==> config.mk <==
export PLATFORM = sky130hd
export DESIGN_NAME = lpf_mul
export DESIGN_NICKNAME = d
export VERILOG_FILES = /design/src/rtl/lj_pair_force_min_image_core_macros.svh /design/src/rtl/lpf_pkg.sv /design/src/rtl/lpf_mul.sv
export SDC_FILE = /design/constraint.sdc
export NUM_CORES = 2
export LEC_CHECK = 0
export ABC_AREA = 1
export BUFFER_PORTS_ARGS = -buffer_cell sky130_fd_sc_hd__buf_2
export CAP_MARGIN = 20
export CORE_MARGIN = 2
export CORE_UTILIZATION = 43
export CTS_BUF_LIST = sky130_fd_sc_hd__clkbuf_2 sky130_fd_sc_hd__clkbuf_4 sky130_fd_sc_hd__clkbuf_8
export CTS_CLUSTER_DIAMETER = 80
export DETAILED_ROUTE_END_ITERATION = 7
export PLACE_DENSITY_LB_ADDON = 0.12
export SLEW_MARGIN = 10
export SYNTH_ARGS = -nofsm -noshare
export SYNTH_HDL_FRONTEND = slang
export SYNTH_SLANG_ARGS = --single-unit
==> constraint.sdc <==
create_clock -name clk -period 9.74 [get_ports clk]
set_clock_uncertainty 0.1 [all_clocks]
set_input_delay 0.974 -clock clk [delete_from_list [all_inputs] [get_ports clk]]
set_output_delay 0.974 -clock clk [all_outputs]
set_load 0.01 [all_outputs]
==> src/rtl/lj_pair_force_min_image_core_macros.svh <==
// assertion macros for the lennard-jones pair force core
`ifndef LJ_PAIR_FORCE_MIN_IMAGE_CORE_MACROS_SVH
`define LJ_PAIR_FORCE_MIN_IMAGE_CORE_MACROS_SVH
`ifndef SYNTH
`define LPF_ASSERT_IMP(lbl, ante, cons) \
  lbl: assert property (@(posedge clk) disable iff (!rst_n) (ante) |-> (cons)) \
    else $error("lpf check failed");
`define LPF_ASSERT_NEVER(lbl, cond) \
  lbl: assert property (@(posedge clk) disable iff (!rst_n) !(cond)) \
    else $error("lpf check failed");
`else
`define LPF_ASSERT_IMP(lbl, ante, cons)
`define LPF_ASSERT_NEVER(lbl, cond)
`endif
`endif

==> src/rtl/lpf_pkg.sv <==
// shared types, constants and saturation helpers of the pair force core
`default_nettype none
package lpf_pkg;
  localparam int POS_FRAC_BITS = 24;
  localparam int INV_BITS = 30;
  localparam int POS_W = 32;
  localparam int S_W = 42;
  localparam int DIV_W = 56;
  localparam int CNT_W = $clog2(DIV_W);
  localparam int MUL_W = 64;
  localparam int PROD_W = 128;
  localparam int G_W = 39;
  localparam int TOT_W = 48;
  localparam int FRC_W = 32;
  localparam int ADDR_W = 4;
  localparam int QDEPTH = 2;
  localparam int QPTR_W = $clog2(QDEPTH);

  localparam logic [S_W-1:0] CLAMP_Q =
    S_W'(((64'd9 << POS_FRAC_BITS) + 64'd5) / 64'd10);
  localparam logic [DIV_W-1:0] U_NUM = DIV_W'(1) << (INV_BITS + POS_FRAC_BITS);

  localparam int SH_SQ = POS_FRAC_BITS;
  localparam int SH_POW = INV_BITS;
  localparam int SH_FU = INV_BITS + POS_FRAC_BITS - 16;
  localparam int SH_VU = INV_BITS + POS_FRAC_BITS - 24;
  localparam int SH_K = POS_FRAC_BITS;
  localparam int SH_QM = INV_BITS + 32 - 16;
  localparam int SH_VD = POS_FRAC_BITS - 6;

  localparam logic [FRC_W-1:0] FRC_MAX = {1'b0, {(FRC_W-1){1'b1}}};
  localparam logic [FRC_W-1:0] FRC_MIN = {1'b1, {(FRC_W-1){1'b0}}};
  localparam logic [TOT_W-1:0] TOT_MAX = {1'b0, {(TOT_W-1){1'b1}}};
  localparam logic [TOT_W-1:0] TOT_MIN = {1'b1, {(TOT_W-1){1'b0}}};

  localparam logic [1:0] REG_BOX_X = 2'd0;
  localparam logic [1:0] REG_BOX_Y = 2'd1;
  localparam logic [1:0] REG_BOX_Z = 2'd2;

  typedef struct packed {
    logic                  new_step;
    logic [2:0]            rneg;
    logic [2:0][POS_W-1:0] rmag;
  } pair_t;

  typedef struct packed {
    logic             start;
    logic [MUL_W-1:0] a;
    logic [MUL_W-1:0] b;
  } mul_req_t;

  typedef struct packed {
    logic              done;
    logic [PROD_W-1:0] prod;
  } mul_rsp_t;

  typedef struct packed {
    logic             start;
    logic [DIV_W-1:0] num;
    logic [S_W-1:0]   den;
  } div_req_t;

  typedef struct packed {
    logic             done;
    logic [DIV_W-1:0] quot;
  } div_rsp_t;

  function automatic logic [FRC_W-1:0] sat_force(input logic neg,
                                                 input logic [PROD_W-1:0] mag);
    logic big_pos;
    logic big_neg;
    big_pos = |mag[PROD_W-1:FRC_W-1];
    big_neg = (|mag[PROD_W-1:FRC_W]) || (mag[FRC_W-1] && (|mag[FRC_W-2:0]));
    if (neg) begin
      sat_force = big_neg ? FRC_MIN : FRC_W'(0) - mag[FRC_W-1:0];
    end else begin
      sat_force = big_pos ? FRC_MAX : mag[FRC_W-1:0];
    end
  endfunction

  function automatic logic [TOT_W-1:0] sat_total(input logic neg,
                                                 input logic [PROD_W-1:0] mag);
    logic big_pos;
    logic big_neg;
    big_pos = |mag[PROD_W-1:TOT_W-1];
    big_neg = (|mag[PROD_W-1:TOT_W]) || (mag[TOT_W-1] && (|mag[TOT_W-2:0]));
    if (neg) begin
      sat_total = big_neg ? TOT_MIN : TOT_W'(0) - mag[TOT_W-1:0];
    end else begin
      sat_total = big_pos ? TOT_MAX : mag[TOT_W-1:0];
    end
  endfunction
endpackage
`default_nettype wire

==> src/rtl/lpf_mul.sv <==
// shared 64x64 multiplier built from four 32x32 partial products
`default_nettype none
module lpf_mul (
  input  wire logic          clk,
  input  wire logic          rst_n,
  input  lpf_pkg::mul_req_t  req,
  output lpf_pkg::mul_rsp_t  rsp
);
  import lpf_pkg::*;

  logic              busy_r;
  logic              done_r;
  logic [2:0]        step_r;
  logic [MUL_W-1:0]  a_r;
  logic [MUL_W-1:0]  b_r;
  logic [63:0]       pp_r;
  logic [1:0]        pp_idx_r;
  logic              pp_vld_r;
  logic [PROD_W-1:0] acc_r;
  logic [31:0]       ma;
  logic [31:0]       mb;
  logic [63:0]       pp_c;
  logic [PROD_W-1:0] pp_sh;

  assign ma   = step_r[1] ? a_r[63:32] : a_r[31:0];
  assign mb   = step_r[0] ? b_r[63:32] : b_r[31:0];
  assign pp_c = 64'(ma) * 64'(mb);

  always_comb begin
    case (pp_idx_r)
      2'd0:    pp_sh = {64'b0, pp_r};
      2'd3:    pp_sh = {pp_r, 64'b0};
      default: pp_sh = {32'b0, pp_r, 32'b0};
    endcase
  end

  assign rsp.done = done_r;
  assign rsp.prod = acc_r;

  always_ff @(posedge clk) begin
    if (req.start) begin
      a_r   <= req.a;
      b_r   <= req.b;
      acc_r <= '0;
    end else if (busy_r) begin
      pp_r     <= pp_c;
      pp_idx_r <= step_r[1:0];
      if (pp_vld_r) begin
        acc_r <= acc_r + pp_sh;
      end
    end
  end

  always_ff @(posedge clk) begin
    if (!rst_n) begin
      busy_r   <= 1'b0;
      done_r   <= 1'b0;
      step_r   <= '0;
      pp_vld_r <= 1'b0;
    end else begin
      done_r <= busy_r && (step_r == 3'd4);
      if (req.start) begin
        busy_r   <= 1'b1;
        step_r   <= '0;
        pp_vld_r <= 1'b0;
      end else if (busy_r) begin
        pp_vld_r <= (step_r != 3'd4);
        step_r   <= step_r + 1'b1;
        if (step_r == 3'd4) begin
          busy_r <= 1'b0;
        end
      end
    end
  end
endmodule
`default_nettype wire

Word-level counts from Yosys, hierarchy flattened
Index checks and enable logic that the tools add are counted.

operators by class
  $add $sub $neg = 2
  reductions and logical operators = 5
  bitwise operators = 2
  $mul = 1
  mux-type cells = 6
  equality and inequality tests = 3

operator list
  cell                 count
  $pmux 128 s2         1
  $add 128x128->128    1
  $mul 32x32->64       1
  $mux 32              2
  $reduce_and 2->1     2
  $add 3x1->3 const B  1
  $eq 3x3->1 const B   1
  $mux 1               3
  $ne 3x3->1 const B   1
  $eq 2x2->1 const B   1
  $logic_not 2->1      1
  $not 1->1            2
  $reduce_or 2->1      1
  $logic_and 1x1->1    1

storage, ports and cells
  logic and storage cells = 28
  register bits = 328
  input bits = 131

Longest topological paths before layout
  depth after elaboration = 4
  mapped depth = 37

Worst setup path after synthesis
Ideal clock, no wire load.

  kind = reg-to-reg
  from = reg step_r[1]
  to = reg pp_r[61], data pin
  data required time = 9.382 ns
  clock period less this slack = 7.347 ns
  buffers on the path = 3
  stages on the path, launching flop included = 36
  library setup time = 0.258 ns
  data arrival time = 6.989 ns
  setup slack = 2.393 ns
  cells stage by stage = dfxtp_1 > buf_2 > inv_2 > clkbuf_1 > or2_2 > o21ai_0 > inv_1 > clkbuf_1 > nand2_1 > fa_1 > inv_1 > fa_1 > inv_1 > fa_1 > inv_1 > fa_1 > inv_1 > fa_1 > inv_1 > fa_1 > fa_1 > fa_1 > ha_1 > nand2_1 > nor2_1 > inv_1 > nor2_1 > inv_1 > nor3_1 > nand3_1 > nand3_1 > nand2_1 > inv_1 > nor2_1 > nand2_1 > nand2_1

between the ends
  word-level cells in the longest chain between the ends = 2

ends and longest elaborated chain
  item                    RTL line       source
  start, declared         lpf_mul.sv:13  logic [2:0] step_r;
  start signal, assigned  lpf_mul.sv:68  step_r <= step_r + 1'b1;
  $mux 32                 lpf_mul.sv:25  assign ma = step_r[1] ? a_r[63:32] : a_r[31:0];
  $mul 32x32->64          lpf_mul.sv:27  assign pp_c = 64'(ma) * 64'(mb);
  named net pp_c[61]      lpf_mul.sv:22  logic [63:0] pp_c;
  end signal, assigned    lpf_mul.sv:46  pp_r <= pp_c;
  end, declared           lpf_mul.sv:16  logic [63:0] pp_r;

The timed path passes the listed nets, and every way through them passes these cells.
A chain may end at the register's enable or synchronous reset.

Worst setup path after layout
  from = reg step_r[0]
  to = reg pp_r[60], data pin

between the ends
  word-level cells in the longest chain between the ends = 2

ends and longest elaborated chain
  item                RTL line       source
  $mux 32             lpf_mul.sv:26  assign mb = step_r[0] ? b_r[63:32] : b_r[31:0];
  $mul 32x32->64      lpf_mul.sv:27
  named net pp_c[60]  lpf_mul.sv:22

The timed path passes the listed nets, and every way through them passes these cells.

==> results.cfg <==
[status]
status = completed

[cts]
numCtsBuffers = 67
h-tree-depth = 3
cts_hold_buffers = 0
cts_tree = built
cts_sinks = 328
cts_setup_buffers = 0
clockBufferDepth = 3
cts.repair.resized = 0
cts.clk_slew.worst_paths_ns = 0.06
clock_tree.root_cell = clkbuf_8
worstSkewPairLatency_ns = 0.79

[route]
drtAntennaViolNets = 0
met2_length_um = 117000
drc = 0
viasPerCell = 5.16
wl_per_cell_um = 24.1
finalWirelength_um = 253000
highest_layer = met4
wl_met3_um = 17700
drtIter0Drc = 4436
wl_met1_um = 97400
drt-pass1-iter-count = 8
vias = 54200

[logic_synthesis]
synth.avg_cell_area_um2 = 7.10
synth_most_common_cell = nand2_1
ys_seq_area_share_pct = 14.2
synth_seq_cells = 328
ys_types = 48
synthCells = 8411
synth_common_cells = nand2_1 (2126), inv_1 (2032), nor2_1 (1212)
yosys_most_used_dff = edfxtp_1
netlist_area_um2 = 59700
synth_edf_count = 194
yosysWarnings = 0
synth_top_area_share_pct = 30.1
synthArstFlopShare_pct = 0
synth_fp_nets = 9833
synth.area.top_cells = fa_1 (30%), nand2_1 (13%), inv_1 (13%)
synth_top_cell_by_area = fa_1

[timing]
drv_slew = 0
fmax_mhz = 114
fin_setup_tns_ns = 0
setup_viol = 0
tightestPinTransition_ns = 1.17
hold_viol_final = 0
rsz0062_at_grt = false
min_period_ns = 8.76
finalCritPeriodShare_pct = 90.0
relSlewSlack_pct = 21.9

[place]
dp_hpwl_um = 212000
port_buffers = 259
gp_congestion = 1.06

[global_routing]
grt.total_usage_pct = 36.0
antenna_found_initial = 1
grt_pass1_wl_um = 367000
grt_max_degree = 127
grt-ovfl-total = 0
grt_pass1_vias = 56000

[worst_setup_path]
endpoint_kind = flop
cp.arrival_ns = 9.14
crit_path_max_incr_delay_ns = 0.58
cp_max_fo = 34
crit_top_cell = fa_1
crit_type = reg -> reg
slowest_stage = clkinv_1
worstSetupStartpointType = flop
required_ns = 10.11

[die]
start_util_pct = 43.4
die_y_um = 377
die_w_um = 377
boundaryPins = 260
std_cell_rows = 136
core_area_um2 = 138000
die-area_um2 = 142000

[layout]
utilization_pct = 47.2
drive_gt1_share_pct = 9.96
fin_nets = 10100
syn2layout_area_growth_pct = 8.88

[hold_path]
worstHoldPathType = in -> reg

[job]
drv_cap = 0
[routing by layer]
layer | up-vias | GRT usage, %
met2 | 2391 | 59.8
met4 | 0 | 24.6
li1 | 25100 | -
met1 | 26000 | 43.0
met5 | - | 0
met3 | 703 | 5.47
[state kept, by name, summed over array words and instances, names as in the netlist]
register and flops:
a_r 64, done_r 1, b_r 64, pp_idx_r 2
busy_r 1, acc_r 128, pp_r 64, step_r 3
pp_vld_r 1
[cell usage in the layout (no fill, tap or decap), types with 46 or more instances in the layout]
cell      netlist  layout
buf_4           1     145
or2_2          62      62
inv_2          86      87
buf_2          99     258
nand2_2        44      46
o21ai_0       149     127
nor2_1       1212    1211
edfxtp_1      194     194
o22ai_1        64      64
inv_1        2032    2030
dfxtp_1       134     132
nand2_1      2126    2124
xor2_1        102     102
clkbuf_8        0      74
fa_1          897     897
nand3_1       193     193
ha_1          394     394
o21ai_2        21      53
a21oi_1       180     180
[final timing paths]
path	startpoint	to	slack, ns	depth (start not counted)
hold reg to reg	pp_vld_r	pp_vld_r	0.38	2
hold / removal	req[80]	a_r[16]	0.31	1
setup / recovery	step_r[0]	pp_r[60]	0.98	27
setup reg to reg	step_r[0]	pp_r[60]	0.98	27
[kinds of logic (layout without fill, tap and decap cells)]
| logic type | count (synthesis) | in the layout | synth area share, % |
|---|---|---|---|
| AO/OA/AOI/OAI | 525 | 525 | 5.01 |
| XOR/XNOR | 118 | 118 | 1.73 |
| adder cells (fa/ha/maj) | 1291 | 1291 | 38.3 |
| buffers and inverters | 2355 | 2655 | 15.1 |
| flip-flops | 328 | 328 | 14.2 |
| other | 0 | 1 | 0 |
| AND/OR/NAND/NOR | 3794 | 3794 | 25.6 |
[critical path: cells and delay by family (launching register included)]
family | cells | cell delay (ns)
and+or+nand+nor | 8 | 1.64
buffers and inverters | 8 | 1.52
adders and majority gates | 9 | 4.28
AOI/OAI and AO/OA | 2 | 0.53
DFF | 1 | 0.38
[through the flow]
| step | hold WS (ns) | instance area (um2) | cells | setup WS, ns |
|---|---|---|---|---|
| after global routing | 0.273 | 65000 | 10500 | 0.619 |
| final | 0.313 | 65000 | 10500 | 0.977 |
| after global placement | 0.367 | 63500 | 10400 | 1.05 |
| after detailed placement | 0.369 | 63600 | 10400 | 1.04 |
| after floorplan | 0.329 | 59700 | 8411 | 2.39 |
| after CTS | 0.249 | 65000 | 10500 | 1.03 |
[area by class of cell]
| class | count | area, um2 |
|---|---|---|
| Sequential cell | 328 | 8510 |
| Clock inverter | 16 | 213 |
| Timing Repair Buffer | 407 | 2450 |
| Multi-Input combinational cell | 5728 | 42400 |
| Clock buffer | 104 | 1240 |
| Fill cell | 14500 | 72600 |
| Inverter | 2128 | 7990 |
| Tap cell | 1794 | 2240 |
| Antenna cell | 1 | 2.50 |
Power is not shown: default switching activity piles up to over one toggle a cycle in this logic, so the estimate is an artifact.
