[config.mk]
export PLATFORM = sky130hd
export DESIGN_NAME = lpf_queue
export DESIGN_NICKNAME = d
export VERILOG_FILES = /design/src/rtl/lj_pair_force_min_image_core_macros.svh /design/src/rtl/lpf_pkg.sv /design/src/rtl/lpf_queue.sv
export SDC_FILE = /design/constraint.sdc
export NUM_CORES = 1
export LEC_CHECK = 0
export BUFFER_PORTS_ARGS = -buffer_cell sky130_fd_sc_hd__buf_4
export CORE_AREA = 4 4 125 127
export DETAILED_ROUTE_END_ITERATION = 10
export DIE_AREA = 0 0 129 131
export HOLD_SLACK_MARGIN = 0.15
export PLACE_DENSITY = 0.75
export SYNTH_ARGS = -nofsm -noshare
export SYNTH_HDL_FRONTEND = slang
export SYNTH_SLANG_ARGS = --single-unit
[constraint.sdc]
create_clock -name clk -period 7.1 [get_ports clk]
set_input_delay 0.71 -clock clk [delete_from_list [all_inputs] [get_ports clk]]
set_output_delay 0.71 -clock clk [all_outputs]
set_load 0.01 [all_outputs]
[src/rtl/lj_pair_force_min_image_core_macros.svh]
// assertion macros for the lennard-jones pair force core
`ifndef LJ_PAIR_FORCE_MIN_IMAGE_CORE_MACROS_SVH
`define LJ_PAIR_FORCE_MIN_IMAGE_CORE_MACROS_SVH
`ifndef SYNTH
`define LPF_ASSERT_IMP(lbl, ante, cons) \
  lbl: assert property (@(posedge clk) disable iff (!rst_n) (ante) |-> (cons)) \
    else $error("lpf check failed");
`define LPF_ASSERT_NEVER(lbl, cond) \
  lbl: assert property (@(posedge clk) disable iff (!rst_n) !(cond)) \
    else $error("lpf check failed");
`else
`define LPF_ASSERT_IMP(lbl, ante, cons)
`define LPF_ASSERT_NEVER(lbl, cond)
`endif
`endif

[src/rtl/lpf_pkg.sv]
// shared types, constants and saturation helpers of the pair force core
`default_nettype none
package lpf_pkg;
  localparam int POS_FRAC_BITS = 24;
  localparam int INV_BITS = 30;
  localparam int POS_W = 32;
  localparam int S_W = 42;
  localparam int DIV_W = 56;
  localparam int CNT_W = $clog2(DIV_W);
  localparam int MUL_W = 64;
  localparam int PROD_W = 128;
  localparam int G_W = 39;
  localparam int TOT_W = 48;
  localparam int FRC_W = 32;
  localparam int ADDR_W = 4;
  localparam int QDEPTH = 2;
  localparam int QPTR_W = $clog2(QDEPTH);

  localparam logic [S_W-1:0] CLAMP_Q =
    S_W'(((64'd9 << POS_FRAC_BITS) + 64'd5) / 64'd10);
  localparam logic [DIV_W-1:0] U_NUM = DIV_W'(1) << (INV_BITS + POS_FRAC_BITS);

  localparam int SH_SQ = POS_FRAC_BITS;
  localparam int SH_POW = INV_BITS;
  localparam int SH_FU = INV_BITS + POS_FRAC_BITS - 16;
  localparam int SH_VU = INV_BITS + POS_FRAC_BITS - 24;
  localparam int SH_K = POS_FRAC_BITS;
  localparam int SH_QM = INV_BITS + 32 - 16;
  localparam int SH_VD = POS_FRAC_BITS - 6;

  localparam logic [FRC_W-1:0] FRC_MAX = {1'b0, {(FRC_W-1){1'b1}}};
  localparam logic [FRC_W-1:0] FRC_MIN = {1'b1, {(FRC_W-1){1'b0}}};
  localparam logic [TOT_W-1:0] TOT_MAX = {1'b0, {(TOT_W-1){1'b1}}};
  localparam logic [TOT_W-1:0] TOT_MIN = {1'b1, {(TOT_W-1){1'b0}}};

  localparam logic [1:0] REG_BOX_X = 2'd0;
  localparam logic [1:0] REG_BOX_Y = 2'd1;
  localparam logic [1:0] REG_BOX_Z = 2'd2;

  typedef struct packed {
    logic                  new_step;
    logic [2:0]            rneg;
    logic [2:0][POS_W-1:0] rmag;
  } pair_t;

  typedef struct packed {
    logic             start;
    logic [MUL_W-1:0] a;
    logic [MUL_W-1:0] b;
  } mul_req_t;

  typedef struct packed {
    logic              done;
    logic [PROD_W-1:0] prod;
  } mul_rsp_t;

  typedef struct packed {
    logic             start;
    logic [DIV_W-1:0] num;
    logic [S_W-1:0]   den;
  } div_req_t;

  typedef struct packed {
    logic             done;
    logic [DIV_W-1:0] quot;
  } div_rsp_t;

  function automatic logic [FRC_W-1:0] sat_force(input logic neg,
                                                 input logic [PROD_W-1:0] mag);
    logic big_pos;
    logic big_neg;
    big_pos = |mag[PROD_W-1:FRC_W-1];
    big_neg = (|mag[PROD_W-1:FRC_W]) || (mag[FRC_W-1] && (|mag[FRC_W-2:0]));
    if (neg) begin
      sat_force = big_neg ? FRC_MIN : FRC_W'(0) - mag[FRC_W-1:0];
    end else begin
      sat_force = big_pos ? FRC_MAX : mag[FRC_W-1:0];
    end
  endfunction

  function automatic logic [TOT_W-1:0] sat_total(input logic neg,
                                                 input logic [PROD_W-1:0] mag);
    logic big_pos;
    logic big_neg;
    big_pos = |mag[PROD_W-1:TOT_W-1];
    big_neg = (|mag[PROD_W-1:TOT_W]) || (mag[TOT_W-1] && (|mag[TOT_W-2:0]));
    if (neg) begin
      sat_total = big_neg ? TOT_MIN : TOT_W'(0) - mag[TOT_W-1:0];
    end else begin
      sat_total = big_pos ? TOT_MAX : mag[TOT_W-1:0];
    end
  endfunction
endpackage
`default_nettype wire

[src/rtl/lpf_queue.sv]
// short queue of classified pairs between intake and the compute sequencer
`default_nettype none
module lpf_queue (
  input  wire logic       clk,
  input  wire logic       rst_n,
  input  wire logic       push,
  input  lpf_pkg::pair_t  din,
  input  wire logic       pop,
  output logic            full,
  output logic            empty,
  output lpf_pkg::pair_t  head
);
  import lpf_pkg::*;

  pair_t             mem_r [QDEPTH];
  logic [QPTR_W-1:0] wr_r;
  logic [QPTR_W-1:0] rd_r;
  logic [QPTR_W:0]   cnt_r;

  assign full  = (cnt_r == (QPTR_W+1)'(QDEPTH));
  assign empty = (cnt_r == '0);
  assign head  = mem_r[rd_r];

  always_ff @(posedge clk) begin
    if (push) begin
      mem_r[wr_r] <= din;
    end
  end

  always_ff @(posedge clk) begin
    if (!rst_n) begin
      wr_r  <= '0;
      rd_r  <= '0;
      cnt_r <= '0;
    end else begin
      if (push) begin
        wr_r <= wr_r + 1'b1;
      end
      if (pop) begin
        rd_r <= rd_r + 1'b1;
      end
      if (push && !pop) begin
        cnt_r <= cnt_r + 1'b1;
      end else if (pop && !push) begin
        cnt_r <= cnt_r - 1'b1;
      end
    end
  end
endmodule
`default_nettype wire

# Word-level counts from Yosys, hierarchy flattened
# Memory sizes are Yosys's and may differ from the RTL's. A register that Yosys moved wholly into a read port is not among the register bits.
# Index checks and enable logic that the tools add are counted.
# word_totals
ff_bits,4
ramBits,200
inputBits,104
memories,1
out_inout_bits,102
wordCells,21
# mem_list
name,depth,word_bits,read_ports,rd_ports_with_merged_regs,write_ports,line,text
mem_r,2,100,1,1,1,lpf_queue.sv:15,pair_t mem_r [QDEPTH];
# classes
n_eq_ne,1
reduce_logical,6
addsub,4
mux,6
# ops
cell,n
$mux 1,4
$mux 2,2
$add 1x1->1 const B,2
$add 2x1->2 const B,1
$eq 2x2->1 const B,1
$logic_and 1x1->1,2
$logic_not 1->1,2
$logic_not 2->1,1
$reduce_bool 2->1,1
$sub 2x1->2 const B,1

# Depth between registers and ports, before layout
# Gate-level depths: netlist of the first run.
# depth
depth_word,4
mapped_depth,5
ltp_nobuf,5

# Worst setup path after synthesis of the first run
# OpenSTA, ideal clock, no wires.
# synth_timing
path_kind,input-to-reg
from,input push
to,memory mem_r[0][0] (netlist bit) (enable)
path_slack_ns,1.435
required_ns,6.528
n_path_buf,0
stages,1
setup_time_ns,0.572
t_arrival_ns,5.093
path_cell_list,nor2b_1
# synth_between
elab_chain_cells,2
# synth_rtl
element,line,text
from (decl),lpf_queue.sv:6,"input wire logic push,"
$mux 1,lpf_queue.sv:25,if (push) begin
$mux 1 (not written as such),lpf_queue.sv:26,mem_r[wr_r] <= din;
to (decl),lpf_queue.sv:15,
# Every way passes these cells.

==> impl_metrics.tcl, run 1 <==
set metrics [dict create \
    leakagePower_nw 3.69 \
    setup-violations-final 0 \
    ant_nets 0 \
    end_kind "primary output" \
    synthToLayoutAreaGrowth_pct 31.7 \
    fin_tns_setup_ns 0 \
    max_stage_delay_ns 0.73 \
    synthesis.nets 438 \
    clock_skew_ns 0.0113 \
    path_class "register to primary output" \
    numClockSinks 205 \
    worstPathCellList "buf_4 > mux2_2 > buf_4" \
    hold_buffers 0 \
    final_nets 658 \
    firstDrtPassIters 4 \
    worst_slew_margin_rel_pct 20.3 \
    grt_usage_pct 15.8 \
    fin_crit_ns 3.27 \
    slew_violations 0 \
    status "completed" \
    instances_no_fill 751 \
    crit_family "buffers and inverters" \
    vias 3758 \
    yosysTopAreaCell "edfxtp_1" \
    routed_wl_um 14000 \
    drv_cap 0 \
    routedWlPerCell_um 18.6 \
    diodes 0 \
    drc_errors 0 \
    ioPinCount 206 \
    drive_gt1_share_pct 60.0 \
    fin_crit_sh_pct 46.0 \
    clkTransAtPathRegs_ns 0.06 \
    path_buf_inv 2 \
    cts_buffers 21 \
    crit_top_cell "buf_4" \
    seq_area_frac_synth_pct 81.7 \
    synth_cells 333 \
    h-tree-depth 1 \
    gr-total-overflow 0 \
    worst_pin_slew_ns 1.20 \
    drtIter0Drc 218 \
    reg2reg_slack_ns 4.98 \
    postCtsResizedCells 0 \
    numPlacedInstances 714 \
    clock-root-buffer "clkbuf_16" \
    fp-row-count 44 \
    synth-seq-cells 205 \
    power_density_nw_per_um2 285 \
    clk_latency_ns 0.48 \
    antenna_found_initial 0 \
    critical_path_required_ns 6.39 \
    fp.dieH_um 131 \
    critPathLaunchType "register" \
    arrival_ns 2.56 \
    hp-class "input port to register" \
    start_util_pct 51.8 \
    vias_per_cell 5.00 \
    grt_max_degree 91 \
    synth_warnings 0 \
    grt_pass1_vias 3933 \
    tritoncts "yes" \
    avgSynthCellArea_sq_um 22.4 \
    routabilityCongestion 0.724 \
    syn_area_sq_um 7470 \
    final_hold_viol_count 0 \
    fp.dieW_um 129 \
    synth.distinct_cells 17 \
    cts_setup_buffers 0 \
    rsz0062_at_grt "no" \
    core_area_sq_um 14400 \
    synth_top_area_share_pct 80.4 \
    vdd.ir_drop.worst_mv 0.255 \
    place.port_buffers 205 \
    dieArea_sq_um 16900 \
    crit_path_max_fanout 64 \
    grt_pass1_wl_um 20500 \
    slowest_stage "buf_4" \
    cts_buffer_depth 3 \
    timing.fmax_mhz 306 \
    hpwlAfterDp_um 9060 \
    synthTopCellsByArea "edfxtp_1, mux2_2, buf_6" \
]
[cell families (layout without fill, tap and decap cells)]
family,count (synthesis),count (layout),synth area share (%)
fa+ha+maj,1,1,0.167
xor+xnor,3,3,0.352
mux,100,100,15.1
compound gates,3,3,0.268
buf+inv,12,246,1.66
simple gates,9,9,0.754
flops,205,205,81.7
[area by class of cell]
type                            instances  area (sq um)
Clock buffer                           27           558
Fill cell                             981          4590
Tap cell                              184           230
Sequential cell                       205          6110
Timing Repair Buffer                  208          1560
Inverter                                1          3.75
Clock inverter                         10           124
Multi-Input combinational cell        116          1250
[synthesized netlist by cell type (all sizes together)]
library cell / instances
and2b: 1
buf: 11
mux2: 100
or3: 1
and2: 4
o21a: 1
inv: 1
nor2: 1
edfxtp: 200
nor2b: 2
ha: 1
a21boi: 1
xnor2: 1
dfxtp: 5
o21ai: 1
xor2: 2
[layer usage]
metal | vias up | GRT usage (%) | wire, um
li1 | 1754 | - | -
met1 | 1843 | 19.4 | 5290
met2 | 139 | 27.4 | 7190
met3 | 22 | 4.88 | 1210
met4 | 0 | 3.83 | 270
met5 | - | 0 | 0
[flip-flops by register name, summed over array words and instances, names as in the netlist, named ones only]
signal / count
rd_r: 1
wr_r: 1
cnt_r: 2
mem_r: 200
[worst register-to-register path, cell delays in order (launching register included)]
cell and delay (ns):
dfxtp_1 0.39, and2_4 0.61, buf_4 0.70
[metrics by stage]
| stage | setup WS [ns] | hold slack (ns) | power (mW) | util (%) | cell area, sq um |
|---|---|---|---|---|---|
| finish | 3.83 | 0.414 | 2.81 | 68.2 | 9840 |
| global route | 3.70 | 0.391 | 2.92 | 68.2 | 9840 |
| CTS | 3.80 | 0.400 | 2.84 | 68.2 | 9840 |
| detailed placement | 4.32 | 0.511 | 1.76 | 63.5 | 9160 |
| global placement | 4.33 | 0.484 | 1.75 | 63.5 | 9160 |
| floorplan | 1.43 | 0.466 | 1.60 | - | 7470 |
[path summary, 6_finish.rpt]
path,end,depth (start not counted),startpoint
min,mem_r[0][89],1,din[89]
max reg2reg,mem_r[1][76],2,wr_r
max,head[44],3,register
min reg2reg,cnt_r[1],2,cnt_r[1]
[placed cells by master, fill, tap and decap left out, drive strengths merged, types with 2 or more instances in the layout]
master	synthesis	final
clkinv	0	6
xor2	2	2
clkbuf	0	27
mux2	100	100
buf	11	208
and2	4	4
nor2b	2	2
bufinv	0	3
edfxtp	200	200
inv	1	2
dfxtp	5	5
[report_power, final]
part	internal, mW	switching (mW)
Combinational	0.172	0.137
Clock	0.663	0.414
Sequential	1.40	0.0224
Total	2.23	0.574
(Power assumes the default switching activity.)
==> run 2, diff against run 1 <==
--- a/config.mk
+++ b/config.mk
@@ -5,10 +5,11 @@
 export SDC_FILE = /design/constraint.sdc
 export NUM_CORES = 1
 export LEC_CHECK = 0
+export ABC_AREA = 1
 export BUFFER_PORTS_ARGS = -buffer_cell sky130_fd_sc_hd__buf_4
-export CORE_AREA = 4 4 125 127
+export CORE_AREA = 4 4 128 130
 export DETAILED_ROUTE_END_ITERATION = 10
-export DIE_AREA = 0 0 129 131
+export DIE_AREA = 0 0 132 134
 export HOLD_SLACK_MARGIN = 0.15
 export PLACE_DENSITY = 0.75
 export SYNTH_ARGS = -nofsm -noshare
==> constraint.sdc (replaced) <==
create_clock -name clk -period 3.2 [get_ports clk]
set_input_delay 0.32 -clock clk [delete_from_list [all_inputs] [get_ports clk]]
set_output_delay 0.32 -clock clk [all_outputs]
set_load 0.01 [all_outputs]
==> run 2 against run 1 <==
  * Total power grew 120%
  * Utilization grew 6.5 points
  * Sequential share of layout area shrank 8.1 points
  * Combinational power grew to 2.7 times the previous value
  * Critical path depth is the same
  * First-iteration DRC count grew 2.3%
  * Sequential cell count is the same
  * Clock skew is essentially flat
  * Setup slack lost 3.1 ns
  * Synthesized cell count grew 3.9%
  * Highest routed layer unchanged
==> impl_metrics.tcl, run 2 <==
set metrics [dict create \
    status "completed" \
    reg2reg_depth 3 \
    regArea_sq_um 6110 \
    synth_top_area_share_pct 75.6 \
    synthToLayoutAreaGrowth_pct 42.3 \
    drc_errors 0 \
    crit_family "flip-flops" \
    largest_reg_flops 200 \
    dieArea_sq_um 17700 \
    min_to "rd_r" \
    synthTopCellsByArea "edfxtp_1, mux2_4, buf_12" \
    diodes 0 \
    cts_setup_buffers 0 \
    grt_max_degree 101 \
    avgSynthCellArea_sq_um 23.0 \
    start_util_pct 52.5 \
    synth_top_family_by_area "multiplexers" \
    crit_path_max_fanout 33 \
    routedWlPerCell_um 18.6 \
    postLayoutCoreUtil_pct 74.7 \
    setup-violations-final 0 \
    synthesis.nets 451 \
    yosysTopAreaCell "edfxtp_1" \
    reg2reg_slack_ns 1.41 \
    synth_commonest_cells "edfxtp_1, mux2_4, buf_12, nor2_1" \
    vias_per_cell 4.88 \
    synth_flop_cell "edfxtp_1" \
    synth_most_common_cell "edfxtp_1" \
    path_class "register to primary output" \
    cts_buffer_depth 3 \
    ant_nets 0 \
    h-tree-depth 1 \
    syn_area_sq_um 7950 \
    synth-xor-area-share_pct 0 \
    top_regs "mem_r: 200 flops, cnt_r: 2 flops" \
    antenna_found_initial 0 \
    synth_warnings 0 \
    muxShareOfSynthArea_pct 18.9 \
    gr-total-overflow 0 \
    slew_violations 0 \
    min_from "rd_r" \
    synth-compound-area-share_pct 0.126 \
    clock-root-buffer "clkbuf_16" \
    arrival_ns 2.10 \
    grt_pass1_vias 4719 \
    hpwlAfterDp_um 9660 \
    async_flop_share_pct 0 \
    nFillCells 853 \
    timing.hold.ws_ns 0.515 \
    fp-row-count 45 \
    drive_gt1_share_pct 49.7 \
    ioPinCount 206 \
    final_nets 777 \
    synth_cells 346 \
    worstPathCellList "buf_12 > mux2_4 > buf_4" \
    yosys.area_share.simple_pct 0.945 \
    power_mw 6.30 \
    rr_startpoint "wr_r" \
    end_kind "primary output" \
    clk_latency_ns 0.48 \
    postCtsResizedCells 0 \
    leakagePower_nw 4.55 \
    vias 4276 \
    clkTransAtPathRegs_ns 0.06 \
    core_area_sq_um 15100 \
    worst_pin_slew_ns 0.672 \
    firstDrtPassIters 4 \
    place.port_buffers 205 \
    drv_cap 0 \
    drtIter0Drc 223 \
    synth_edf_count 200 \
    hold_path_depth 2 \
    multiInputGateArea_sq_um 1610 \
    max_stage_delay_ns 0.78 \
    vdd.ir_drop.worst_mv 0.507 \
    cts_buffers 22 \
    seq_area_frac_synth_pct 76.8 \
    fin_crit_ns 2.42 \
    synth.distinct_cells 13 \
    slowest_stage "dfxtp_4" \
    numClockSinks 205 \
    clock_skew_ns 0.0117 \
    hold_buffers 103 \
    hp-class "register to register" \
    synth-seq-cells 205 \
    fin_crit_sh_pct 75.7 \
    r2r_end "mem_r[1][84]" \
    routabilityCongestion 0.732 \
    synthAdderAreaFrac_pct 0.157 \
    critical_path_required_ns 2.88 \
    grt_pass1_wl_um 25100 \
    fp.dieH_um 134 \
    regMostFlops "mem_r" \
    routed_wl_um 16300 \
    rsz0062_at_grt "no" \
    layout_common_cells "buf_4, edfxtp_1, dlygate4sd3_1" \
    fp.dieW_um 132 \
    timing.fmax_mhz 413 \
    final_common_cell "buf_4" \
    power_density_nw_per_um2 557 \
    final_hold_viol_count 0 \
    worst_slew_margin_rel_pct 55.2 \
    path_buf_inv 2 \
    fin_tns_setup_ns 0 \
    critPathLaunchType "register" \
    grt_usage_pct 17.8 \
    tritoncts "yes" \
]
run 2: routing by layer:
metal	part of all wire, %	up-vias	track usage, %
met1	39	2069	21.5
met3	7.6	23	5.14
met4	1.3	0	4.73
met5	0	-	0
met2	52	179	31.6
li1	-	2005	-
run 2: how the worst max path moves through the flow:
stage	startpoint	endpoint	slack, ns	cells after the start
4_1_cts	register	head[46]	0.75	3
6_report	register	head[23]	0.78	3
3_3_place_gp	register	head[43]	1.27	3
5_1_grt	register	head[23]	0.69	3
3_5_place_dp	register	head[46]	1.26	3
2_1_floorplan	wr_r	mem_r[1][0]	0.34	2
run 2: tightest hold or removal path: stages (launching register included):
cell	delay [ns]
dfxtp_1	0.33
nor2_1	0.07
nor2_1	0.08
run 2: area by class of cell:
type	instances	area share, %
clock buffer	30	5.50
clock inverter	10	0.398
inverter	8	0.288
multi-input combinational	122	14.2
sequential	205	54.0
tap	188	2.08
timing repair buffer	313	23.5
run 2: report_power, final:
part / internal (mW) / leakage (nW) / switching (mW) / total, mW
Clock: 1.35 / 0.325 / 0.948 / 2.30
Sequential: 3.11 / 1.92 / 0.0554 / 3.16
Combinational: 0.498 / 2.30 / 0.333 / 0.831
Total: 4.96 / 4.55 / 1.34 / 6.30
run 2: cell families (layout without fill, tap and decap cells):
family | Yosys count | after routing
DFF | 205 | 205
muxes | 100 | 100
and+or+nand+nor | 19 | 19
buffers and inverters | 19 | 361
AOI/OAI and AO/OA | 2 | 2
adders and majority gates | 1 | 1
run 2: through the flow:
stage / cell area [sq um] / cells / worst slack, ns
after floorplan: 7950 / 346 / 0.344
after global placement: 9610 / 733 / 1.27
after detailed placement: 9610 / 733 / 1.26
after CTS: 11300 / 876 / 0.749
after global routing: 11300 / 876 / 0.687
final: 11300 / 876 / 0.779
