===== src/rtl/lj_pair_force_min_image_core_macros.svh =====
// assertion macros for the lennard-jones pair force core
`ifndef LJ_PAIR_FORCE_MIN_IMAGE_CORE_MACROS_SVH
`define LJ_PAIR_FORCE_MIN_IMAGE_CORE_MACROS_SVH
`ifndef SYNTH
`define LPF_ASSERT_IMP(lbl, ante, cons) \
  lbl: assert property (@(posedge clk) disable iff (!rst_n) (ante) |-> (cons)) \
    else $error("lpf check failed");
`define LPF_ASSERT_NEVER(lbl, cond) \
  lbl: assert property (@(posedge clk) disable iff (!rst_n) !(cond)) \
    else $error("lpf check failed");
`else
`define LPF_ASSERT_IMP(lbl, ante, cons)
`define LPF_ASSERT_NEVER(lbl, cond)
`endif
`endif


===== src/rtl/lpf_pkg.sv =====
// shared types, constants and saturation helpers of the pair force core
`default_nettype none
package lpf_pkg;
  localparam int POS_FRAC_BITS = 24;
  localparam int INV_BITS = 30;
  localparam int POS_W = 32;
  localparam int S_W = 42;
  localparam int DIV_W = 56;
  localparam int CNT_W = $clog2(DIV_W);
  localparam int MUL_W = 64;
  localparam int PROD_W = 128;
  localparam int G_W = 39;
  localparam int TOT_W = 48;
  localparam int FRC_W = 32;
  localparam int ADDR_W = 4;
  localparam int QDEPTH = 2;
  localparam int QPTR_W = $clog2(QDEPTH);

  localparam logic [S_W-1:0] CLAMP_Q =
    S_W'(((64'd9 << POS_FRAC_BITS) + 64'd5) / 64'd10);
  localparam logic [DIV_W-1:0] U_NUM = DIV_W'(1) << (INV_BITS + POS_FRAC_BITS);

  localparam int SH_SQ = POS_FRAC_BITS;
  localparam int SH_POW = INV_BITS;
  localparam int SH_FU = INV_BITS + POS_FRAC_BITS - 16;
  localparam int SH_VU = INV_BITS + POS_FRAC_BITS - 24;
  localparam int SH_K = POS_FRAC_BITS;
  localparam int SH_QM = INV_BITS + 32 - 16;
  localparam int SH_VD = POS_FRAC_BITS - 6;

  localparam logic [FRC_W-1:0] FRC_MAX = {1'b0, {(FRC_W-1){1'b1}}};
  localparam logic [FRC_W-1:0] FRC_MIN = {1'b1, {(FRC_W-1){1'b0}}};
  localparam logic [TOT_W-1:0] TOT_MAX = {1'b0, {(TOT_W-1){1'b1}}};
  localparam logic [TOT_W-1:0] TOT_MIN = {1'b1, {(TOT_W-1){1'b0}}};

  localparam logic [1:0] REG_BOX_X = 2'd0;
  localparam logic [1:0] REG_BOX_Y = 2'd1;
  localparam logic [1:0] REG_BOX_Z = 2'd2;

  typedef struct packed {
    logic                  new_step;
    logic [2:0]            rneg;
    logic [2:0][POS_W-1:0] rmag;
  } pair_t;

  typedef struct packed {
    logic             start;
    logic [MUL_W-1:0] a;
    logic [MUL_W-1:0] b;
  } mul_req_t;

  typedef struct packed {
    logic              done;
    logic [PROD_W-1:0] prod;
  } mul_rsp_t;

  typedef struct packed {
    logic             start;
    logic [DIV_W-1:0] num;
    logic [S_W-1:0]   den;
  } div_req_t;

  typedef struct packed {
    logic             done;
    logic [DIV_W-1:0] quot;
  } div_rsp_t;

  function automatic logic [FRC_W-1:0] sat_force(input logic neg,
                                                 input logic [PROD_W-1:0] mag);
    logic big_pos;
    logic big_neg;
    big_pos = |mag[PROD_W-1:FRC_W-1];
    big_neg = (|mag[PROD_W-1:FRC_W]) || (mag[FRC_W-1] && (|mag[FRC_W-2:0]));
    if (neg) begin
      sat_force = big_neg ? FRC_MIN : FRC_W'(0) - mag[FRC_W-1:0];
    end else begin
      sat_force = big_pos ? FRC_MAX : mag[FRC_W-1:0];
    end
  endfunction

  function automatic logic [TOT_W-1:0] sat_total(input logic neg,
                                                 input logic [PROD_W-1:0] mag);
    logic big_pos;
    logic big_neg;
    big_pos = |mag[PROD_W-1:TOT_W-1];
    big_neg = (|mag[PROD_W-1:TOT_W]) || (mag[TOT_W-1] && (|mag[TOT_W-2:0]));
    if (neg) begin
      sat_total = big_neg ? TOT_MIN : TOT_W'(0) - mag[TOT_W-1:0];
    end else begin
      sat_total = big_pos ? TOT_MAX : mag[TOT_W-1:0];
    end
  endfunction
endpackage
`default_nettype wire


===== src/rtl/lpf_div.sv =====
// shared restoring divider, one quotient bit per cycle
`default_nettype none
module lpf_div (
  input  wire logic          clk,
  input  wire logic          rst_n,
  input  lpf_pkg::div_req_t  req,
  output lpf_pkg::div_rsp_t  rsp
);
  import lpf_pkg::*;

  logic             busy_r;
  logic             done_r;
  logic [CNT_W-1:0] cnt_r;
  logic [DIV_W-1:0] q_r;
  logic [S_W-1:0]   den_r;
  logic [S_W-1:0]   rem_r;
  logic [S_W:0]     trial;
  logic [S_W:0]     diff;
  logic             ge;

  assign trial = {rem_r, q_r[DIV_W-1]};
  assign diff  = trial - {1'b0, den_r};
  assign ge    = trial >= {1'b0, den_r};

  assign rsp.done = done_r;
  assign rsp.quot = q_r;

  always_ff @(posedge clk) begin
    if (req.start) begin
      q_r   <= req.num;
      den_r <= req.den;
      rem_r <= '0;
    end else if (busy_r) begin
      rem_r <= ge ? diff[S_W-1:0] : trial[S_W-1:0];
      q_r   <= {q_r[DIV_W-2:0], ge};
    end
  end

  always_ff @(posedge clk) begin
    if (!rst_n) begin
      busy_r <= 1'b0;
      done_r <= 1'b0;
      cnt_r  <= '0;
    end else begin
      done_r <= busy_r && (cnt_r == '0);
      if (req.start) begin
        busy_r <= 1'b1;
        cnt_r  <= CNT_W'(DIV_W - 1);
      end else if (busy_r) begin
        cnt_r <= cnt_r - 1'b1;
        if (cnt_r == '0) begin
          busy_r <= 1'b0;
        end
      end
    end
  end
endmodule
`default_nettype wire


===== config.mk =====
export PLATFORM = sky130hd
export DESIGN_NAME = lpf_div
export DESIGN_NICKNAME = d
export VERILOG_FILES = /design/src/rtl/lj_pair_force_min_image_core_macros.svh /design/src/rtl/lpf_pkg.sv /design/src/rtl/lpf_div.sv
export SDC_FILE = /design/constraint.sdc
export NUM_CORES = 1
export LEC_CHECK = 0
export BUFFER_PORTS_ARGS = -buffer_cell sky130_fd_sc_hd__buf_2
export CORE_ASPECT_RATIO = 1.25
export CORE_UTILIZATION = 61
export DETAILED_ROUTE_END_ITERATION = 6
export PLACE_DENSITY = 0.86
export SLEW_MARGIN = 5
export SYNTH_ARGS = -nofsm -noshare
export SYNTH_HDL_FRONTEND = slang
export SYNTH_SLANG_ARGS = --single-unit

===== constraint.sdc =====
create_clock -name clk -period 4.1 [get_ports clk]
set_input_delay 0.41 -clock clk [delete_from_list [all_inputs] [get_ports clk]]
set_output_delay 0.41 -clock clk [all_outputs]
set_load 0.05 [all_outputs]

Yosys cells after proc, flatten, opt, wreduce, memory -nomap -nowiden
Cells that the tools add are included.
{"block": "word_totals", "ff_bits": 148, "inputBits": 101}
{"block": "classes", "addsub": 2, "magnitude_cmp": 1, "muxes": 8, "n_bitwise": 1, "n_reduce_logical": 4}
{"cell": "two-way mux 56 bit", "n": 2}
{"cell": "greater-or-equal comparator 43 x 42 -> 1 bit", "n": 1}
{"cell": "two-way mux 42 bit", "n": 1}
{"cell": "subtractor 42 bit", "n": 1}
{"cell": "two-way mux 6 bit", "n": 2}
{"cell": "logical NOT 6 bit", "n": 1}
{"cell": "subtractor 6 x 1 -> 6 bit (second input constant)", "n": 1}
{"cell": "two-way mux 1 bit", "n": 3}
{"cell": "nonzero test 2 bit", "n": 1}
{"cell": "OR reduction 2 bit", "n": 1}
{"cell": "logical AND 1 bit", "n": 1}
{"cell": "inverter 1 bit", "n": 1}

Depth between registers and ports, before layout
Gate-level depths: netlist of run 1.
{"block": "depth", "word_depth": 4, "ltp_mapped": 14}

Worst setup path before layout of run 1
OpenSTA, ideal clock, no wires.
{"block": "synth_timing", "path_kind": "register to register", "from": "reg q_r[55]", "to": "reg rem_r[36]", "arrival_ns": 2.904, "required_ns": 3.970, "setup_slack_ns": 1.066, "stages_incl_launch_ff": 14, "path_buffers": 0, "period_less_slack_ns": 3.034, "path_cell_list": "edfxtp_1 inv_1 ha_1 inv_1 fa_1 a21o_1 a31oi_1 o311ai_0 nand4_1 nand2_1 a21boi_0 o21bai_1 a222oi_1 o21ai_1"}
{"block": "synth_between", "elab_chain_len": 2}
{"element": "start: declaration", "line_no": "lpf_div.sv:14", "text": "logic [DIV_W-1:0] q_r;"}
{"element": "start signal: assignment", "line_no": "lpf_div.sv:30", "text": "q_r <= req.num;"}
{"element": "start signal: assignment", "line_no": "lpf_div.sv:35", "text": "q_r <= {q_r[DIV_W-2:0], ge};"}
{"element": "subtractor 42 bit or greater-or-equal comparator 43 x 42 -> 1 bit (tied branches)", "line_no": "lpf_div.sv:22, lpf_div.sv:23"}
{"element": "two-way mux 42 bit (*)", "line_no": "lpf_div.sv:34", "text": "rem_r <= ge ? diff[S_W-1:0] : trial[S_W-1:0];"}
{"element": "end signal: assignment", "line_no": "lpf_div.sv:34"}
{"element": "end: declaration", "line_no": "lpf_div.sv:16", "text": "logic [S_W-1:0] rem_r;"}
Every way passes the cells marked *; elsewhere a longest branch is shown, timed or not.
A chain may end at the register's enable or synchronous reset.

Worst setup path in the final report of run 1
{"block": "layout_timing", "from": "reg den_r[4]", "to": "reg rem_r[22]"}
{"block": "layout_between", "elab_chain_len": 2}
{"element": "start: declaration", "line_no": "lpf_div.sv:15", "text": "logic [S_W-1:0] den_r;"}
{"element": "start signal: assignment", "line_no": "lpf_div.sv:31", "text": "den_r <= req.den;"}
{"element": "subtractor 42 bit or greater-or-equal comparator 43 x 42 -> 1 bit (tied branches)", "line_no": "lpf_div.sv:22, lpf_div.sv:23"}
{"element": "two-way mux 42 bit (*)", "line_no": "lpf_div.sv:34"}
Marked as above.

==> qor.txt, run 1 <==
Syn Inst Count: 819
worst setup path class: flip-flop to flip-flop
hold path depth: 1
critical path required time: 4360 ps
Critical Path, Cell by Cell: inv_1 > ha_1 > nand3_1 > a21oi_2 > o21ai_1 > o31ai_2 > a211oi_2 > o21ai_4 > buf_4 > mux2i_1 > a211oi_1
main combinational cell family by area after synthesis: compound AO/OA/AOI/OAI gates
Area growth syn-to-layout: 17.1%
ANT nets after route: 0
Worst setup SP type: flip-flop
Synth top area share: 34.6%
via count of the first global-routing pass: 6,776
setup bufs post-CTS: 0
RSZ-0062 raised after global routing: false
CTS Buffer Depth: 2
Max Fclk: 0.307 GHz
WHS: 159 ps
clk_lat worst skew: 420 ps
RR Startpoint: den_r[4]
Setup TNS: 0 ps
delay-heaviest family, CP: compound AO/OA/AOI/OAI gates
cell area after synthesis: 0.00850 mm^2
die width: 108 um
largest net degree at the start of global routing: 57
Post-Synth Simple-Gate Area: 10.5%
Buffers on Ports: 157
adder-cell share of the synthesized area: 6.71%
buffer and inverter count on the worst path: 2
CP Capture Type: flip-flop
Crit Path Max Fanout: 19
global-route wire length before repair: 31.3 mm
crit-path max cell delay: 480 ps
Nets: 1,111
#FFs+latches synth: 148
Syn. warnings: 0
Post-Synth XOR/XNOR Area: 4.02%
I/O pins: 158
Reg-to-Reg End: rem_r[22]
min-delay worst type: primary input to flip-flop
slowest CP cell: o31ai_2
VDD IR max: 0.000348 V
TritonCTS buffer count: 17
hold worst-path end: den_r[39]
H-tree lvl count: 4
min-delay src: req[39]
Clock Skews: 7.45 ps
Vias/cell: 5.86
CTS clk-pin slew, worst paths: 60 ps
CP Data Arrival Time: 3520 ps
final hold vios: 0
Seq/Total Area, Yosys: 46.4%
syn_nets: 965
grt ovf: 0
diode count: 0
EDFF count, synth: 98
mux share of post-synthesis cell area: 10.7%
P per Cell Area: 431 mW/mm^2
Syn Area/Cell: 10.4 um^2
fraction of layout cells with a size suffix above 1: 27.0%
number of fill cells: 984
Slew Viols, Final: 0
FF/Latch Area: 0.00395 mm^2
Core Area: 0.0134 mm^2
GP Congestion: 0.913
ys async rst share: 0%
Post-Place Cells: 1,117
post_cts resized: 0
post-synthesis cell type count: 64
Initial DRC Count: 367
GRT Total Usage: 28.1%
WL final: 19.4 mm
status: finished clean
clock period minus final worst setup slack: 3260 ps
# clock sinks: 148
Setup violations, final: 0
top cells by area, synth: edfxtp_1 (35%), dfxtp_1 (12%), mux2_2 (7.4%)
overall power: 0.00429 W
multi-input logic area: 0.00413 mm^2
r2r worst-path depth: 11
initial antenna violation count: 0
area leader, netlist: edfxtp_1
fin cells: 1,148
R2R setup slack: 840 ps
Remaining DRCs: 0
WL/cell: 16.9 um
total vias in the final route: 6,724
CTS Root Buffer Type: clkbuf_16
period utilisation layout: 79.5%
TritonCTS clock tree: done
num rows: 47
Design Area, Final: 0.00995 mm^2
Max-cap violations: 0
die height: 134 um
complex-gate fraction of the synthesized area: 16.5%
prevailing post-synth register cell: edfxtp_1
die footprint: 0.0144 mm^2
Rel. slew slack: 52.8%
Placed Area: 0.00939 mm^2
DRT Pass-1 Iters: 5
Worst-Margin Slew: 708 ps
DP HPWL: 14.2 mm
static leakage: 4.14 nW
CTS Hold Bufs: 0
starting density of the core: 63.4%
## worst max path at each step
stage | from | endpoint | slack, ps | cells past startpoint
3_5_place_dp | q_r[55] | rem_r[36] | 910 | 14
4_1_cts | den_r[4] | rem_r[22] | 850 | 11
6_report | den_r[4] | rem_r[22] | 840 | 11
5_1_grt | q_r[55] | rem_r[36] | 560 | 14
3_3_place_gp | den_r[4] | rem_r[29] | 970 | 11
2_1_floorplan | q_r[55] | rem_r[36] | 1070 | 13
## sequential cells by signal, summed over array words and instances (netlist names)
register	count
q_r	56
den_r	42
rem_r	42
cnt_r	6
busy_r	1
done_r	1
## Yosys cell counts (6+ instances only)
cell type / instances
a211oi_1: 30
a21o_1: 16
a21oi_1: 47
a31oi_1: 6
and3_1: 6
buf_2: 8
clkbuf_1: 24
dfxtp_1: 50
edfxtp_1: 98
ha_1: 44
inv_1: 62
mux2_2: 56
mux2i_1: 28
nand2_1: 55
nand2b_1: 10
nand3_1: 19
nand4_1: 8
nor2_1: 58
nor3_1: 12
o211ai_1: 6
o21a_1: 14
o21ai_0: 36
o21bai_1: 13
xnor2_1: 24
xor2_1: 15
## routing by layer
layer / global-route usage, % / share of wire [%] / vias up
li1: - / - / 3292
met1: 32.9 / 41 / 3157
met2: 48.3 / 50 / 225
met3: 7.29 / 5.7 / 50
met4: 12.5 / 3.1 / 0
met5: 0 / 0 / -
## cell families (layout without fill, tap and decap cells)
| family | count (synthesis) | count (layout) |
|---|---|---|
| multiplexers | 84 | 84 |
| XOR/XNOR | 39 | 39 |
| AND/OR/NAND/NOR | 193 | 193 |
| flip-flops | 148 | 148 |
| buffers and inverters | 102 | 260 |
| AO/OA/AOI/OAI | 208 | 208 |
| adder cells (fa/ha/maj) | 45 | 45 |
## cell usage in the layout, fill, tap and decap left out, types with 19 or more instances in the layout
cell,netlist,routed
buf_2,8,156
edfxtp_1,98,98
inv_1,62,61
nor2_1,58,58
mux2_2,56,56
nand2_1,55,55
dfxtp_1,50,49
a21oi_1,47,47
ha_1,44,44
o21ai_0,36,36
a211oi_1,30,30
mux2i_1,28,28
xnor2_1,24,24
nand3_1,19,19
## through the flow
step	utilization, %	worst slack (ps)
2_1_floorplan	-	1070
3_3_place_gp	70.0	971
3_5_place_dp	70.0	908
4_1_cts	74.2	852
5_1_grt	74.2	559
6_report	74.2	842
## area by class of cell
class                      instances  share of cell area, %
sequential                       148                   39.6
clock buffer                      19                   4.35
clock inverter                    12                   1.32
inverter                          62                   2.34
tap                              171                   2.15
multi-input combinational        569                   41.5
timing repair buffer             167                   8.67
## worst register-to-register path, delay by kind of cell (launching register included)
kind / cells / cell delay (ps)
AO/OA/AOI/OAI: 6 / 1560
adder cells (fa/ha/maj): 1 / 380
buffers and inverters: 2 / 440
flip-flops: 1 / 320
multiplexers: 1 / 270
AND/OR/NAND/NOR: 1 / 130
## where the power goes
part / internal [W] / switching (W) / total [W]
sequential: 0.00174 / 0.0000726 / 0.00181
combinational: 0.000343 / 0.000627 / 0.000970
clock: 0.000895 / 0.000620 / 0.00152
total: 0.00297 / 0.00132 / 0.00429
No activity file was read; power rests on OpenSTA's default activity.
==> run 2: changes to the inputs <==
ABC_AREA = 1   (was not set)
CORE_UTILIZATION = 52   (was 61)
PLACE_DENSITY = 0.77   (was 0.86)
clock period = 2.76 ns   (was 4.1 ns; I/O delays follow)
==> run 2 against run 1 <==
  * Critical path depth is 2 higher
  * Count of clock-buffer cells in the layout fell by 1
  * Worst setup slack got worse by 610 ps
  * Cell count up 53%
  * Core utilization is 11 points lower
  * Critical endpoint is now rem_r[39]
  * Flip-flop and latch count is the same
  * Combinational power rose by 2.6%
  * Sequential share of layout area fell by 4.1 points
  * Synthesized area up 12%
  * Synthesized cell count up 67%
  * Global-route usage shrank 0.11 points
  * Via count up 32%
==> qor.txt, run 2 <==
number of fill cells: 1,647
Remaining DRCs: 0
prevailing post-synth register cell: edfxtp_1
static leakage: 6.03 nW
status: finished clean
Rel. slew slack: 61.2%
min-delay worst type: primary input to flip-flop
GP Congestion: 0.982
RSZ-0062 raised after global routing: false
P per Cell Area: 543 mW/mm^2
post-synthesis cell type count: 37
CTS Buffer Depth: 2
WL final: 25.0 mm
syn_nets: 1,511
commonest non-fill, non-tap cell in the layout: nand2_1
FF/Latch Area: 0.00394 mm^2
VDD IR max: 0.000392 V
Worst-Margin Slew: 581 ps
GRT Total Usage: 28.0%
Area growth syn-to-layout: 16.9%
Design Area, Final: 0.0111 mm^2
post_cts resized: 0
Clock power frac: 40.0%
Setup TNS: 0 ps
Logic pwr share: 16.5%
via count of the first global-routing pass: 8,686
Syn Area/Cell: 6.96 um^2
TritonCTS buffer count: 17
area leader, netlist: edfxtp_1
EDFF count, synth: 98
diode count: 0
cell area after synthesis: 0.00950 mm^2
grt ovf: 0
min-delay src: req[38]
clk_lat worst skew: 430 ps
Placed Area: 0.0105 mm^2
Crit Path Max Fanout: 41
Syn. warnings: 0
DP HPWL: 18.8 mm
CP Capture Type: flip-flop
global-route wire length before repair: 41.0 mm
total vias in the final route: 8,904
DRT Pass-1 Iters: 5
starting density of the core: 53.9%
ys async rst share: 0%
Worst setup SP type: flip-flop
Nets: 1,663
most frequent cells in the layout: nand2_1 (578), inv_1 (226), buf_2 (156), nand3_1 (103), edfxtp_1 (98)
Seq pwr share: 43.5%
die height: 153 um
Core Area: 0.0176 mm^2
setup bufs post-CTS: 0
count leader, synth: nand2_1
CTS Hold Bufs: 0
die footprint: 0.0188 mm^2
die width: 123 um
initial antenna violation count: 0
clock period minus final worst setup slack: 2530 ps
fraction of layout cells with a size suffix above 1: 14.1%
TritonCTS clock tree: done
commonest cells in the netlist: nand2_1 (578), inv_1 (227), nand3_1 (103), edfxtp_1 (98), nor2_1 (88)
final hold vios: 0
H-tree lvl count: 4
Vias/cell: 5.08
NetSw: 0.00182 W
CP startpoint: den_r[24]
cell internal pwr: 0.00420 W
Seq/Total Area, Yosys: 41.5%
Buffers on Ports: 157
RR Startpoint: den_r[24]
#FFs+latches synth: 148
I/O pins: 158
ANT nets after route: 0
Largest regs: q_r: 56 flops, den_r: 42 flops, rem_r: 42 flops
CTS clk-pin slew, worst paths: 70 ps
Syn Inst Count: 1,365
sw frac: 30.3%
Synth top area share: 31.0%
num rows: 54
Max-cap violations: 0
Max Fclk: 0.395 GHz
# clock sinks: 148
worst setup path class: flip-flop to flip-flop
period utilisation layout: 91.6%
CP Data Arrival Time: 2850 ps
critical path required time: 3090 ps
top cells by area, synth: edfxtp_1 (31%), nand2_1 (23%), dfxtp_1 (11%)
Top reg by flops: q_r
largest net degree at the start of global routing: 91
Slew Viols, Final: 0
Initial DRC Count: 631
Setup violations, final: 0
number of flip-flops in the largest register: 56
Clock Skews: 9.11 ps
WL/cell: 14.3 um
CTS Root Buffer Type: clkbuf_16
multi-input logic area: 0.00452 mm^2
-- run 2: cell types whose count changed in the layout (fill, tap and decap cells not counted), moves of 16 or more --
cell and change:
nand3_1 +84, a21oi_1 -17, nand2_1 +523, mux2i_1 -28, nor2_1 +28, o21ai_0 -24, a211oi_1 -28, mux2_2 -56
nand3b_1 +21, a21o_1 -16, inv_1 +165
-- run 2: critical path, cell delays in order (launching register included) --
cell      delay [ps]
edfxtp_1         320
inv_1             50
ha_1             400
nand2_1          140
nor2_2           210
nand2_1          130
nor2_2           140
nand3_1          100
nand3_2          120
nor2_8            70
nand2_4          420
nand3_1          170
nand2_1          100
nand2_1           50
-- run 2: path summary, 6_finish.rpt --
check | to | slack, ps | cells after the start
setup / recovery | rem_r[39] | 230 | 13
hold / removal | den_r[38] | 20 | 1
setup reg to reg | rem_r[39] | 230 | 13
hold reg to reg | rem_r[29] | 470 | 2
-- run 2: metrics by stage --
| stage | power [W] | instances | utilization [%] | setup WS, ps | hold slack [ps] |
|---|---|---|---|---|---|
| CTS | 0.00605 | 1754 | 62.9 | 218 | 8.34 |
| floorplan | 0.00335 | 1365 | - | 488 | 375 |
| finish | 0.00602 | 1754 | 62.9 | 231 | 19.2 |
| global placement | 0.00364 | 1722 | 59.5 | 235 | 453 |
| detailed placement | 0.00365 | 1722 | 59.5 | 237 | 454 |
| global route | 0.00623 | 1754 | 62.9 | 47.9 | 9.93 |
-- run 2: area by class of cell --
| class | instances | share of cell area (%) |
|---|---|---|
| Clock inverter | 14 | 1.47 |
| Multi-Input combinational cell | 954 | 40.8 |
| Sequential cell | 148 | 35.5 |
| Timing Repair Buffer | 167 | 8.01 |
| Clock buffer | 18 | 3.96 |
| Inverter | 229 | 7.75 |
| Tap cell | 224 | 2.53 |
-- run 2: power by group through the flow --
stage	Sequential [W]	Combinational, W	Clock, W
floorplan	0.00297	0.000385	0
finish	0.00262	0.000995	0.00241
global route	0.00264	0.00108	0.00252
CTS	0.00262	0.000997	0.00243
global placement	0.00266	0.000978	0
detailed placement	0.00266	0.000993	0
-- run 2: cells by family after synthesis --
logic type / count (synthesis) / share of synthesized area, %
and+or+nand+nor: 813 / 35.2
buffers and inverters: 263 / 10.9
DFF: 148 / 41.5
AOI/OAI and AO/OA: 72 / 4.12
adders and majority gates: 45 / 6.01
xor gates and xnor gates: 24 / 2.21
-- run 2: layer usage --
| metal | part of all wire (%) | global-route usage, % |
|---|---|---|
| met2 | 49 | 49.2 |
| met3 | 6.1 | 4.85 |
| met4 | 3.0 | 12.0 |
| met5 | 0 | 0 |
| met1 | 42 | 33.1 |
==> run 3: changes to the inputs <==
RECOVER_POWER = 25   (was not set)
==> run 3 against run 2 <==
  * Register-to-register slack about the same
  * Fmax down 0.17%
  * Count of clock-buffer cells in the layout did not move
  * Worst setup slack worse by 4.2 ps
  * Critical path depth unchanged
  * Cell area fell by 0.19%
  * Total power about the same
  * First-iteration DRC count up 1.3%
  * Clock skew decreased by 0.73 ps
  * Sequential power about the same
  * Core utilization decreased by 0.12 points
  * Non-clock buffer count did not move
  * Critical path type unchanged
==> qor.txt, run 3 (synthesis results as in run 2) <==
FF/Latch Area: 0.00394 mm^2
largest net degree at the start of global routing: 91
final hold vios: 0
diode count: 0
most frequent cells in the layout: nand2_1 (578), inv_1 (226), buf_2 (152), nand3_1 (103), edfxtp_1 (98)
die width: 123 um
clock period minus final worst setup slack: 2530 ps
Setup TNS: 0 ps
Core Area: 0.0176 mm^2
Buffers on Ports: 157
ANT nets after route: 0
Max Fclk: 0.395 GHz
Top reg by flops: q_r
number of fill cells: 1,652
grt ovf: 0
clk_lat worst skew: 430 ps
die footprint: 0.0188 mm^2
fraction of layout cells with a size suffix above 1: 13.8%
CP Capture Type: flip-flop
total vias in the final route: 8,908
RR Startpoint: den_r[24]
TritonCTS clock tree: done
CTS Root Buffer Type: clkbuf_16
Largest regs: q_r: 56 flops, den_r: 42 flops, rem_r: 42 flops
Remaining DRCs: 0
I/O pins: 158
Final Core Density: 62.8%
DRT Pass-1 Iters: 7
Post-Place Cells: 1,722
VDD IR max: 0.000392 V
post_cts resized: 0
Area growth syn-to-layout: 16.6%
r2r worst-path depth: 13
min-delay src: req[16]
CP Data Arrival Time: 2860 ps
CTS clk-pin slew, worst paths: 70 ps
die height: 153 um
DP HPWL: 18.8 mm
H-tree lvl count: 4
Vias/cell: 5.08
WL final: 25.1 mm
via count of the first global-routing pass: 8,686
CTS Buffer Depth: 2
period utilisation layout: 91.8%
# clock sinks: 148
CTS Hold Bufs: 0
number of flip-flops in the largest register: 56
status: finished clean
worst setup path class: flip-flop to flip-flop
critical path required time: 3090 ps
P per Cell Area: 543 mW/mm^2
WL/cell: 14.3 um
global-route wire length before repair: 41.0 mm
Setup violations, final: 0
GRT Total Usage: 28.0%
Initial DRC Count: 639
hold path depth: 1
setup bufs post-CTS: 0
GP Congestion: 0.982
Rel. slew slack: 29.7%
overall power: 0.00602 W
multi-input logic area: 0.00452 mm^2
min-delay worst type: primary input to flip-flop
Crit Path Max Fanout: 41
fin cells: 1,754
commonest non-fill, non-tap cell in the layout: nand2_1
Reg-to-Reg End: rem_r[39]
Clock Skews: 8.38 ps
initial antenna violation count: 0
Worst-Margin Slew: 1050 ps
Worst setup SP type: flip-flop
num rows: 54
static leakage: 6.01 nW
hold worst-path end: den_r[16]
TritonCTS buffer count: 17
RSZ-0062 raised after global routing: false
Slew Viols, Final: 0
starting density of the core: 53.9%
Max-cap violations: 0
Nets: 1,663
R2R setup slack: 230 ps
==> run 3: cell type report <==
class	instances	share of cell area, %
multi-input combinational	954	40.8
sequential	148	35.6
timing repair buffer	167	7.83
inverter	229	7.76
clock buffer	18	3.97
tap	224	2.53
clock inverter	14	1.47
==> run 3: metrics by stage <==
step	area [um^2]	hold WS [ps]	setup slack, ps
floorplan	9500	375	488
finish	11100	19.1	227
detailed placement	10500	454	237
global placement	10500	453	235
global route	11100	9.93	47.9
CTS	11100	8.34	218
==> run 3: worst max-delay path, stage by stage, from the launching register on <==
cell      delay (ps)
edfxtp_1         320
inv_1             50
ha_1             400
nand2_1          140
nor2_2           210
nand2_1          130
nor2_2           140
nand3_1          100
nand3_2          120
nor2_8            70
nand2_4          410
nand3_1          170
nand2_1          100
nand2_1           50
==> run 3: worst max path at each step <==
| stage | start | endpoint | slack (ps) |
|---|---|---|---|
| after detailed placement | den_r[24] | rem_r[39] | 240 |
| after CTS | den_r[24] | rem_r[39] | 220 |
| after global routing | den_r[12] | rem_r[39] | 50 |
| after floorplan | q_r[55] | rem_r[40] | 490 |
| after global placement | den_r[24] | rem_r[12] | 230 |
| final | den_r[24] | rem_r[39] | 230 |
==> run 3: where the power goes <==
group	internal [W]	switching (W)	total, W	leakage [nW]
registers	0.00255	0.0000736	0.00262	1.39
logic	0.000265	0.000727	0.000992	4.32
clock network	0.00139	0.00102	0.00241	0.295
total	0.00420	0.00182	0.00602	6.01
==> run 3: routing by layer <==
layer	global-route usage (%)	share of wire [%]	wire (um)	up-vias
met2	49.2	49	12300	302
met5	0	0	0	-
met1	33.1	41	10400	4009
met3	4.85	6.5	1620	59
met4	12.0	3.0	759	0
li1	-	-	-	4538
